<file path="src/stt_pkg.sv">
// Shared constants, token kind codes and result type for the source text tokenizer.
`timescale 1ns / 1ps

package stt_pkg;

  localparam int OFFSET_BITS = 24;
  localparam int LINE_BITS   = 20;
  localparam int KIND_BITS   = 5;

  localparam logic [OFFSET_BITS-1:0] OFFSET_MAX = {OFFSET_BITS{1'b1}};
  localparam logic [LINE_BITS-1:0]   LINE_MAX   = {LINE_BITS{1'b1}};

  localparam logic [KIND_BITS-1:0] KIND_IDENT    = 5'd0;
  localparam logic [KIND_BITS-1:0] KIND_NUMBER   = 5'd1;
  localparam logic [KIND_BITS-1:0] KIND_STRING   = 5'd2;
  localparam logic [KIND_BITS-1:0] KIND_KW_INT   = 5'd3;
  localparam logic [KIND_BITS-1:0] KIND_KW_FUNC  = 5'd4;
  localparam logic [KIND_BITS-1:0] KIND_KW_STR   = 5'd5;
  localparam logic [KIND_BITS-1:0] KIND_PLUS     = 5'd6;
  localparam logic [KIND_BITS-1:0] KIND_MINUS    = 5'd7;
  localparam logic [KIND_BITS-1:0] KIND_STAR     = 5'd8;
  localparam logic [KIND_BITS-1:0] KIND_SLASH    = 5'd9;
  localparam logic [KIND_BITS-1:0] KIND_ASSIGN   = 5'd10;
  localparam logic [KIND_BITS-1:0] KIND_LPAREN   = 5'd11;
  localparam logic [KIND_BITS-1:0] KIND_RPAREN   = 5'd12;
  localparam logic [KIND_BITS-1:0] KIND_LBRACE   = 5'd13;
  localparam logic [KIND_BITS-1:0] KIND_RBRACE   = 5'd14;
  localparam logic [KIND_BITS-1:0] KIND_COMMA    = 5'd15;
  localparam logic [KIND_BITS-1:0] KIND_SEMI     = 5'd16;
  localparam logic [KIND_BITS-1:0] KIND_BAD_CHAR = 5'd17;
  localparam logic [KIND_BITS-1:0] KIND_UNTERM   = 5'd18;
  localparam logic [KIND_BITS-1:0] KIND_EOF      = 5'd19;

  localparam int FIFO_DEPTH    = 4;
  localparam int FIFO_PTR_BITS = $clog2(FIFO_DEPTH);
  localparam int FIFO_CNT_BITS = $clog2(FIFO_DEPTH + 1);

  typedef struct packed {
    logic [KIND_BITS-1:0]   kind;
    logic [OFFSET_BITS-1:0] offset;
    logic [OFFSET_BITS-1:0] len;
    logic [LINE_BITS-1:0]   line;
    logic                   last;
  } result_t;

endpackage

</file>
<file path="src/source_text_tokenizer.sv">
// Top level of the source text tokenizer: input register, scanner, result queue.
//
//  channel | direction | payload
//  in_     | input     | char_byte[7:0], is_end
//  out_    | output    | token_kind[4:0], token_offset[23:0], token_len[23:0],
//          |           | token_line[19:0], last_of_run
//
// One byte is taken per cycle unless the register is full and the queue lacks room; each
// byte is scanned from the input register. A token is queued when the byte that completes
// it is scanned; a token ended by lookahead (identifier, number, lone slash) completes on
// the byte after it. A byte that yields two tokens needs two output transactions; the
// four-entry queue lets input keep flowing while results wait.
// Synchronous active-low reset returns to offset 0, line 1, idle between tokens.
// Input stalls when the queue holds more than two tokens and the register is full.
`timescale 1ns / 1ps

module source_text_tokenizer import stt_pkg::*; (
  input  logic                   clk,
  input  logic                   rst_n,
  input  logic                   in_valid,
  output logic                   in_ready,
  input  logic [7:0]             in_char_byte,
  input  logic                   in_is_end,
  output logic                   out_valid,
  input  logic                   out_ready,
  output logic [KIND_BITS-1:0]   out_token_kind,
  output logic [OFFSET_BITS-1:0] out_token_offset,
  output logic [OFFSET_BITS-1:0] out_token_len,
  output logic [LINE_BITS-1:0]   out_token_line,
  output logic                   out_last_of_run
);

  logic       s1_valid_r;
  logic [7:0] s1_byte_r;
  logic       s1_end_r;
  logic       room, step;
  logic [1:0] push_cnt;
  result_t    res0, res1, head;

  assign step     = s1_valid_r && room;
  assign in_ready = !s1_valid_r || step;

  always_ff @(posedge clk) begin
    if (!rst_n) begin
      s1_valid_r <= 1'b0;
    end else if (in_ready) begin
      s1_valid_r <= in_valid;
    end
  end

  always_ff @(posedge clk) begin
    if (in_ready && in_valid) begin
      s1_byte_r <= in_char_byte;
      s1_end_r  <= in_is_end;
    end
  end

  stt_scan u_scan (
    .clk       (clk),
    .rst_n     (rst_n),
    .step      (step),
    .char_byte (s1_byte_r),
    .is_end    (s1_end_r),
    .push_cnt  (push_cnt),
    .res0      (res0),
    .res1      (res1)
  );

  stt_fifo u_fifo (
    .clk       (clk),
    .rst_n     (rst_n),
    .push_cnt  (push_cnt),
    .push0     (res0),
    .push1     (res1),
    .room      (room),
    .out_valid (out_valid),
    .out_ready (out_ready),
    .head      (head)
  );

  assign out_token_kind   = head.kind;
  assign out_token_offset = head.offset;
  assign out_token_len    = head.len;
  assign out_token_line   = head.line;
  assign out_last_of_run  = head.last;

endmodule

</file>
<file path="src/stt_scan.sv">
// Scanner state and the per-byte decision that produces up to two tokens.
`timescale 1ns / 1ps

module stt_scan import stt_pkg::*; (
  input  logic       clk,
  input  logic       rst_n,
  input  logic       step,
  input  logic [7:0] char_byte,
  input  logic       is_end,
  output logic [1:0] push_cnt,
  output result_t    res0,
  output result_t    res1
);

  localparam logic [2:0] MODE_IDLE    = 3'd0;
  localparam logic [2:0] MODE_IDENT   = 3'd1;
  localparam logic [2:0] MODE_NUMBER  = 3'd2;
  localparam logic [2:0] MODE_STRING  = 3'd3;
  localparam logic [2:0] MODE_SLASH   = 3'd4;
  localparam logic [2:0] MODE_COMMENT = 3'd5;

  localparam logic [3:0] KW_NONE = 4'd0;
  localparam logic [3:0] KW_I    = 4'd1;
  localparam logic [3:0] KW_IN   = 4'd2;
  localparam logic [3:0] KW_INT  = 4'd3;
  localparam logic [3:0] KW_F    = 4'd4;
  localparam logic [3:0] KW_FU   = 4'd5;
  localparam logic [3:0] KW_FUN  = 4'd6;
  localparam logic [3:0] KW_FUNC = 4'd7;
  localparam logic [3:0] KW_S    = 4'd8;
  localparam logic [3:0] KW_ST   = 4'd9;
  localparam logic [3:0] KW_STR  = 4'd10;

  localparam logic [7:0] CH_LF    = 8'h0A;
  localparam logic [7:0] CH_CR    = 8'h0D;
  localparam logic [7:0] CH_TAB   = 8'h09;
  localparam logic [7:0] CH_SPACE = 8'h20;
  localparam logic [7:0] CH_QUOTE = 8'h22;
  localparam logic [7:0] CH_NUL   = 8'h00;

  function automatic logic [3:0] kw_next(input logic [3:0] p, input logic [7:0] c);
    logic [3:0] n;
    n = KW_NONE;
    case (p)
      KW_I:   if (c == "n") n = KW_IN;
      KW_IN:  if (c == "t") n = KW_INT;
      KW_F:   if (c == "u") n = KW_FU;
      KW_FU:  if (c == "n") n = KW_FUN;
      KW_FUN: if (c == "c") n = KW_FUNC;
      KW_S:   if (c == "t") n = KW_ST;
      KW_ST:  if (c == "r") n = KW_STR;
      default: n = KW_NONE;
    endcase
    return n;
  endfunction

  function automatic logic [KIND_BITS-1:0] kw_kind(input logic [3:0] p);
    logic [KIND_BITS-1:0] k;
    case (p)
      KW_INT:  k = KIND_KW_INT;
      KW_FUNC: k = KIND_KW_FUNC;
      KW_STR:  k = KIND_KW_STR;
      default: k = KIND_IDENT;
    endcase
    return k;
  endfunction

  function automatic logic [KIND_BITS-1:0] op_kind(input logic [7:0] c);
    logic [KIND_BITS-1:0] k;
    case (c)
      "+":     k = KIND_PLUS;
      "-":     k = KIND_MINUS;
      "*":     k = KIND_STAR;
      "=":     k = KIND_ASSIGN;
      "(":     k = KIND_LPAREN;
      ")":     k = KIND_RPAREN;
      "{":     k = KIND_LBRACE;
      "}":     k = KIND_RBRACE;
      ",":     k = KIND_COMMA;
      ";":     k = KIND_SEMI;
      default: k = KIND_BAD_CHAR;
    endcase
    return k;
  endfunction

  logic [2:0]             mode_r, mode_nxt;
  logic [OFFSET_BITS-1:0] begin_r, begin_nxt;
  logic [OFFSET_BITS-1:0] pos_r, pos_nxt;
  logic [LINE_BITS-1:0]   line_r, line_nxt;
  logic [3:0]             kw_r, kw_nxt;

  logic                   text_end, is_alpha, is_digit, ident_char;
  logic [OFFSET_BITS-1:0] pos_inc;
  logic [LINE_BITS-1:0]   line_inc;
  logic                   idle_path;
  logic                   flush_v, sec_v;
  logic [KIND_BITS-1:0]   flush_kind, sec_kind;
  logic [OFFSET_BITS-1:0] sec_off, sec_len;
  result_t                flush_res, sec_res;

  assign text_end   = is_end || (char_byte == CH_NUL);
  assign is_alpha   = ((char_byte >= "a") && (char_byte <= "z")) ||
                      ((char_byte >= "A") && (char_byte <= "Z"));
  assign is_digit   = (char_byte >= "0") && (char_byte <= "9");
  assign ident_char = is_alpha || is_digit || (char_byte == "_");
  assign pos_inc    = (pos_r == OFFSET_MAX) ? pos_r : pos_r + OFFSET_BITS'(1);
  assign line_inc   = (line_r == LINE_MAX) ? line_r : line_r + LINE_BITS'(1);

  always_comb begin
    unique case (mode_r)
      MODE_IDENT:  flush_kind = kw_kind(kw_r);
      MODE_NUMBER: flush_kind = KIND_NUMBER;
      MODE_SLASH:  flush_kind = KIND_SLASH;
      MODE_STRING: flush_kind = KIND_UNTERM;
      default:     flush_kind = KIND_BAD_CHAR;
    endcase
  end

  always_comb begin
    mode_nxt  = mode_r;
    begin_nxt = begin_r;
    pos_nxt   = pos_r;
    line_nxt  = line_r;
    kw_nxt    = kw_r;
    idle_path = 1'b0;
    flush_v   = 1'b0;
    sec_v     = 1'b0;
    sec_kind  = KIND_EOF;
    sec_off   = pos_r;
    sec_len   = '0;

    if (text_end) begin
      flush_v   = (mode_r == MODE_IDENT) || (mode_r == MODE_NUMBER) ||
                  (mode_r == MODE_SLASH) || (mode_r == MODE_STRING);
      sec_v     = 1'b1;
      mode_nxt  = MODE_IDLE;
      begin_nxt = '0;
      pos_nxt   = '0;
      line_nxt  = LINE_BITS'(1);
      kw_nxt    = KW_NONE;
    end else begin
      unique case (mode_r)
        MODE_IDENT: begin
          if (ident_char) begin
            kw_nxt  = kw_next(kw_r, char_byte);
            pos_nxt = pos_inc;
          end else begin
            flush_v   = 1'b1;
            idle_path = 1'b1;
          end
        end
        MODE_NUMBER: begin
          if (is_digit) begin
            pos_nxt = pos_inc;
          end else begin
            flush_v   = 1'b1;
            idle_path = 1'b1;
          end
        end
        MODE_SLASH: begin
          if (char_byte == "/") begin
            mode_nxt = MODE_COMMENT;
            pos_nxt  = pos_inc;
          end else begin
            flush_v   = 1'b1;
            idle_path = 1'b1;
          end
        end
        MODE_STRING: begin
          if (char_byte == CH_LF) line_nxt = line_inc;
          pos_nxt = pos_inc;
          if (char_byte == CH_QUOTE) begin
            sec_v    = 1'b1;
            sec_kind = KIND_STRING;
            sec_off  = begin_r;
            sec_len  = pos_inc - begin_r;
            mode_nxt = MODE_IDLE;
          end
        end
        MODE_COMMENT: begin
          if (char_byte == CH_LF) begin
            line_nxt = line_inc;
            mode_nxt = MODE_IDLE;
          end
          pos_nxt = pos_inc;
        end
        default: idle_path = 1'b1;
      endcase

      if (idle_path) begin
        mode_nxt  = MODE_IDLE;
        begin_nxt = pos_r;
        pos_nxt   = pos_inc;
        if ((char_byte == CH_SPACE) || (char_byte == CH_CR) || (char_byte == CH_TAB)) begin
          mode_nxt = MODE_IDLE;
        end else if (char_byte == CH_LF) begin
          line_nxt = line_inc;
        end else if (is_alpha) begin
          mode_nxt = MODE_IDENT;
          kw_nxt   = (char_byte == "i") ? KW_I :
                     (char_byte == "f") ? KW_F :
                     (char_byte == "s") ? KW_S : KW_NONE;
        end else if (is_digit) begin
          mode_nxt = MODE_NUMBER;
        end else if (char_byte == "/") begin
          mode_nxt = MODE_SLASH;
        end else if (char_byte == CH_QUOTE) begin
          mode_nxt = MODE_STRING;
        end else begin
          sec_v    = 1'b1;
          sec_kind = op_kind(char_byte);
          sec_off  = pos_r;
          sec_len  = pos_inc - pos_r;
        end
      end
    end
  end

  // Pending token goes out ahead of whatever the current byte produces.
  always_comb begin
    flush_res.kind   = flush_kind;
    flush_res.offset = begin_r;
    flush_res.len    = pos_r - begin_r;
    flush_res.line   = line_r;
    flush_res.last   = !sec_v;
    sec_res.kind     = sec_kind;
    sec_res.offset   = sec_off;
    sec_res.len      = sec_len;
    sec_res.line     = line_r;
    sec_res.last     = 1'b1;
    res0     = flush_v ? flush_res : sec_res;
    res1     = sec_res;
    push_cnt = step ? (2'(flush_v) + 2'(sec_v)) : 2'd0;
  end

  always_ff @(posedge clk) begin
    if (!rst_n) begin
      mode_r  <= MODE_IDLE;
      begin_r <= '0;
      pos_r   <= '0;
      line_r  <= LINE_BITS'(1);
      kw_r    <= KW_NONE;
    end else if (step) begin
      mode_r  <= mode_nxt;
      begin_r <= begin_nxt;
      pos_r   <= pos_nxt;
      line_r  <= line_nxt;
      kw_r    <= kw_nxt;
    end
  end

endmodule

</file>
<file path="src/stt_fifo.sv">
// Result queue: takes up to two tokens per cycle, hands out one per transaction.
`timescale 1ns / 1ps

module stt_fifo import stt_pkg::*; (
  input  logic       clk,
  input  logic       rst_n,
  input  logic [1:0] push_cnt,
  input  result_t    push0,
  input  result_t    push1,
  output logic       room,
  output logic       out_valid,
  input  logic       out_ready,
  output result_t    head
);

  result_t                  mem_r [FIFO_DEPTH];
  logic [FIFO_PTR_BITS-1:0] wp_r, wp_nxt;
  logic [FIFO_PTR_BITS-1:0] rp_r, rp_nxt;
  logic [FIFO_CNT_BITS-1:0] cnt_r, cnt_nxt;
  logic                     pop;

  assign out_valid = (cnt_r != '0);
  assign pop       = out_valid && out_ready;
  assign head      = mem_r[rp_r];
  assign room      = (cnt_r <= FIFO_CNT_BITS'(FIFO_DEPTH - 2));
  assign wp_nxt    = wp_r + FIFO_PTR_BITS'(push_cnt);
  assign rp_nxt    = rp_r + FIFO_PTR_BITS'(pop);
  assign cnt_nxt   = cnt_r + FIFO_CNT_BITS'(push_cnt) - FIFO_CNT_BITS'(pop);

  always_ff @(posedge clk) begin
    if (push_cnt != 2'd0) mem_r[wp_r] <= push0;
    if (push_cnt == 2'd2) mem_r[wp_r + FIFO_PTR_BITS'(1)] <= push1;
  end

  always_ff @(posedge clk) begin
    if (!rst_n) begin
      wp_r  <= '0;
      rp_r  <= '0;
      cnt_r <= '0;
    end else begin
      wp_r  <= wp_nxt;
      rp_r  <= rp_nxt;
      cnt_r <= cnt_nxt;
    end
  end

endmodule

</file>
<file path="config.mk">
export PLATFORM = sky130hd
export DESIGN_NAME = source_text_tokenizer
export DESIGN_NICKNAME = d
export VERILOG_FILES = /design/src/stt_pkg.sv /design/src/source_text_tokenizer.sv /design/src/stt_scan.sv /design/src/stt_fifo.sv
export SDC_FILE = /design/constraint.sdc
export NUM_CORES = 1
export LEC_CHECK = 0
export ABC_AREA = 1
export BUFFER_PORTS_ARGS = -buffer_cell sky130_fd_sc_hd__buf_2
export CAP_MARGIN = 10
export CORE_MARGIN = 10
export CORE_UTILIZATION = 48
export DETAILED_ROUTE_END_ITERATION = 12
export PLACE_DENSITY = 0.73
export SYNTH_ARGS = -nofsm -noshare
export SYNTH_HDL_FRONTEND = slang
export SYNTH_SLANG_ARGS = --single-unit
</file>
<file path="constraint.sdc">
create_clock -name clk -period 8.73 [get_ports clk]
set_input_delay 1.3095 -clock clk [delete_from_list [all_inputs] [get_ports clk]]
set_output_delay 1.3095 -clock clk [all_outputs]
set_load 0.02 [all_outputs]
</file>
==> metrics.md <==
| Metric | Value |
|---|---|
| Worst IR Drop VDD | 0.167 mV |
| Post-synth EDFFs | between 300 and 400 |
| Routed via count | between 20000 and 25000 |
| Post-Synthesis Net Count | 3274 |
| Slew HR | 0.227 |
| Initial Utilization | 0.487 |
| Max-slew violation count | 0 |
| Congestion Overflow GR | 0 |
| Post-route insts no fill | between 3000 and 4000 |
| # diodes | 0 |
| #FFs+latches synth | slightly below 400 |
| Minimum clock period | between 5000 and 6000 ps |
| Worst-path cell chain | nor2_2 > nand2_2 > o21bai_4 > inv_2 > nand3_2 > nand2_4 > inv_2 > ha_1 > inv_1 > nor2_4 > inv_2 > nor2_4 > inv_1 > nor2_4 > inv_2 > nand2_4 > buf_4 |
| Cells after synthesis | around 3200 |
| Post-route ant nets | 0 |
| Port bufs | slightly below 90 |
| Final Net Count | between 3000 and 4000 |
| Core area | approximately 50000 um^2 |
| Final Hold Viols | 0 |
| Critical path's largest stage delay | approximately 630 ps |
| Clock slew at reported path FFs | roughly 60 ps |
| Setup TNS | 0 ps |
| Clock skew | 27.3 ps |
| CTS Hold Bufs | 0 |
| Mapped cell area | between 20000 and 25000 um^2 |
| HPWL after DPL | around 56 mm |
| Largest net degree at the start of global routing | 89 |
| Syn avg cell area | 7.69 um^2 |
| CP Max Fanout | slightly above 40 |
| Routed WL | around 80 mm |
| Root Buffer | clkbuf_16 |
| Top_reg_cell synth | edfxtp_1 |
| Synth warnings | 0 |
| Worst reg2reg path depth | 17 |
| Die Span Y | 246 um |
| Most frequent cell on the critical path | inv_2 |
| Num CTS Buffers | 42 |
| Crit path DAT | roughly 6000 ps |
| Ranking of synthesized cells by area | edfxtp_1 (37%), nand2_1 (12%), dfxtp_1 (7.1%) |
| Core Rows | just over 80 |
| GPL Wtd Cong | 1.03 |
| First-pass GRT wire length | 123 mm |
| Leak | 11.2 nW |
| Area leader, netlist | edfxtp_1 |
| CP Data Required Time | roughly 9000 ps |
| Critical Path Sink | u_fifo.mem_r[0][39]$_DFFE_PP_ |
| Die area | a little over 60000 um^2 |
| Die X | around 250 um |
| Post-DR vias/cell | between 5 and 6 |
| Period utilization | 0.669 |
| Synth async-reset ratio | 0 |
| Worst setup EP type | flop |
| Clk_lat worst skew | just over 600 ps |
| Register area share after synthesis | 0.441 |
| Clock buffer depth | 3 |
| PostCTS Resize Cnt | 0 |
| Crit path max-delay cell type | nor2_4 |
| GRT Overall Usage | 0.257 |
| R2r setup slk | just under 3000 ps |
| Worst setup path start | s1_byte_r[1]$_DFFE_PP_ |
| Top-area cell type share of the netlist area | 0.370 |
| Clock sinks | ~390 |
| Initial antenna violation count | 0 |
| Setup crit start kind | flop |
| Setup CP Type | reg2reg |
| TritonCTS clock tree | done |
| Final Setup Violations | 0 |
| H-tree Lvls | 2 |
| Pwr Density | ~210 nW/um^2 |
| TritonRoute pass-1 iters | 6 |
| Max Fclk | 0.171 GHz |
| Synth-to-Final Area Change | 9.20% |
| Worst slew pin tran | about 1200 ps |
| Postcts setup bufs | 0 |
| Reg-to-reg critical path startpoint | s1_byte_r[1]$_DFFE_PP_ |
| Cells after DPL | approximately 3800 |
| Post-synthesis cell type count | 55 |
| Drc violations | 0 |
| Status | finished, final reports clean |
| Initial DRC count | around 2800 |
| Maxcap violations | 0 |
| Routed len/inst | between 20 and 25 um |
| RSZ-0062 raised after global routing | false |
| I/O Pins | 89 |
| Min-delay worst type | reg2reg |
| Reg2reg end | u_fifo.mem_r[0][39]$_DFFE_PP_ |
| Vias in the first global route | about 21000 |
| Layout cell share with drive strength beyond 1 | 0.0935 |
## through the flow
step / hold WS, ps / power [mW] / util / worst slack, ps / area, um^2
5_1_grt: 502 / 5.88 / 0.531 / 2540 / 26700
2_1_floorplan: 449 / 3.30 / - / 4120 / 24500
3_3_place_gp: 458 / 3.87 / 0.504 / 3020 / 25300
4_1_cts: 468 / 5.67 / 0.531 / 2920 / 26700
3_5_place_dp: 459 / 3.89 / 0.504 / 2940 / 25300
6_report: 467 / 5.66 / 0.531 / 2890 / 26700
## kinds of logic after synthesis
group                      Yosys count  share of synthesized area
AOI/OAI and AO/OA                  659                      0.157
xor gates and xnor gates            59                     0.0211
buffers and inverters              426                     0.0701
DFF                                388                      0.441
adders and majority gates           81                     0.0427
and+or+nand+nor                   1567                      0.268
## power breakdown
group          switching [mW]  internal [mW]  total (mW)
clock network           0.776           1.02        1.80
registers              0.0775           2.10        2.18
logic                    1.25          0.437        1.69
## routing by layer
layer	track usage	up-vias	wire (um)
met5	0	-	0
met4	0.125	0	3940
met3	0.0529	216	8870
met2	0.401	1292	35600
met1	0.336	10600	31800
li1	-	10900	-
## flip-flops by register name, summed over array words and instances (netlist names), 3 cells and up
signal          flops
u_scan.line_r      20
u_fifo.mem_r      296
u_scan.kw_r         4
u_scan.mode_r       3
u_fifo.cnt_r        3
u_scan.pos_r       24
s1_byte_r           8
u_scan.begin_r     24
## critical path: cells and delay by family (launching register included)
kind	cells	cell delay (ps)
simple gates	8	2290
buf+inv	7	2070
flops	1	490
compound gates	1	310
fa+ha+maj	1	240
## synthesized netlist by cell type (2+ instances only)
| cell type | count |
|---|---|
| a21boi_0 | 3 |
| a21oi_1 | 159 |
| a31oi_1 | 4 |
| and2_1 | 2 |
| and3_1 | 2 |
| buf_1 | 6 |
| buf_2 | 27 |
| buf_4 | 9 |
| buf_6 | 5 |
| clkbuf_1 | 90 |
| clkbuf_4 | 2 |
| clkinv_1 | 7 |
| dfxtp_1 | 87 |
| edfxtp_1 | 301 |
| fa_1 | 4 |
| ha_1 | 77 |
| inv_1 | 263 |
| inv_2 | 16 |
| nand2_1 | 812 |
| nand2_2 | 14 |
| nand2_4 | 2 |
| nand3_1 | 207 |
| nand3_2 | 7 |
| nand3_4 | 2 |
| nand3b_1 | 9 |
| nand4_1 | 34 |
| nor2_1 | 410 |
| nor2_2 | 9 |
| nor2_4 | 6 |
| nor3_1 | 39 |
| nor3b_1 | 2 |
| o2111ai_1 | 3 |
| o211ai_1 | 5 |
| o211ai_2 | 4 |
| o21a_1 | 4 |
| o21ai_0 | 226 |
| o21ai_1 | 15 |
| o21ai_2 | 49 |
| o21bai_1 | 6 |
| o22ai_1 | 170 |
| o22ai_2 | 3 |
| o31ai_1 | 2 |
| or2_2 | 7 |
| xnor2_1 | 16 |
| xor2_1 | 43 |
## how the worst min path moves through the flow
stage	startpoint	endpoint	depth (start not counted)
floorplan	u_scan.line_r[19]$_SDFFE_PN0P_	u_scan.line_r[19]$_SDFFE_PN0P_	2
global route	u_scan.line_r[19]$_SDFFE_PN0P_	u_scan.line_r[19]$_SDFFE_PN0P_	2
detailed placement	u_scan.line_r[19]$_SDFFE_PN0P_	u_scan.line_r[19]$_SDFFE_PN0P_	2
CTS	u_scan.line_r[19]$_SDFFE_PN0P_	u_scan.line_r[19]$_SDFFE_PN0P_	2
global placement	u_scan.line_r[19]$_SDFFE_PN0P_	u_scan.line_r[19]$_SDFFE_PN0P_	2
finish	u_scan.line_r[19]$_SDFFE_PN0P_	u_scan.line_r[19]$_SDFFE_PN0P_	2
## cells in the final DEF (no fill, tap or decap), types with 4 or more instances in the layout
master	synthesis	routed
buf_2	27	88
inv_1	263	261
o21ai_1	15	15
clkbuf_8	0	4
nand2_4	2	7
xor2_1	43	43
clkinv_2	0	5
nor2_4	6	7
nand3b_1	9	9
fa_1	4	4
o21ai_0	226	226
inv_2	16	17
o21ai_2	49	49
nand2_1	812	808
nand3_1	207	207
o21bai_1	6	6
ha_1	77	77
or2_2	7	7
buf_4	9	23
o211ai_2	4	4
a31oi_1	4	4
edfxtp_1	301	301
clkbuf_16	0	42
dfxtp_1	87	85
a21oi_1	159	159
o22ai_1	170	170
o21a_1	4	4
nand4_1	34	34
nor3_1	39	39
xnor2_1	16	16
nand3_2	7	7
clkinv_1	7	15
clkbuf_1	90	12
nor2_1	410	410
nand2_2	14	13
nor2_2	9	8
o211ai_1	5	5
## layout make-up
cell class,instances,area [um^2]
fill,4750,23600
multi-input combinational,2366,12000
sequential,388,10800
clock buffer,58,1150
inverter,287,1080
tap,672,841
timing repair buffer,111,613
clock inverter,20,233
No activity file was read; power rests on OpenSTA's default activity.
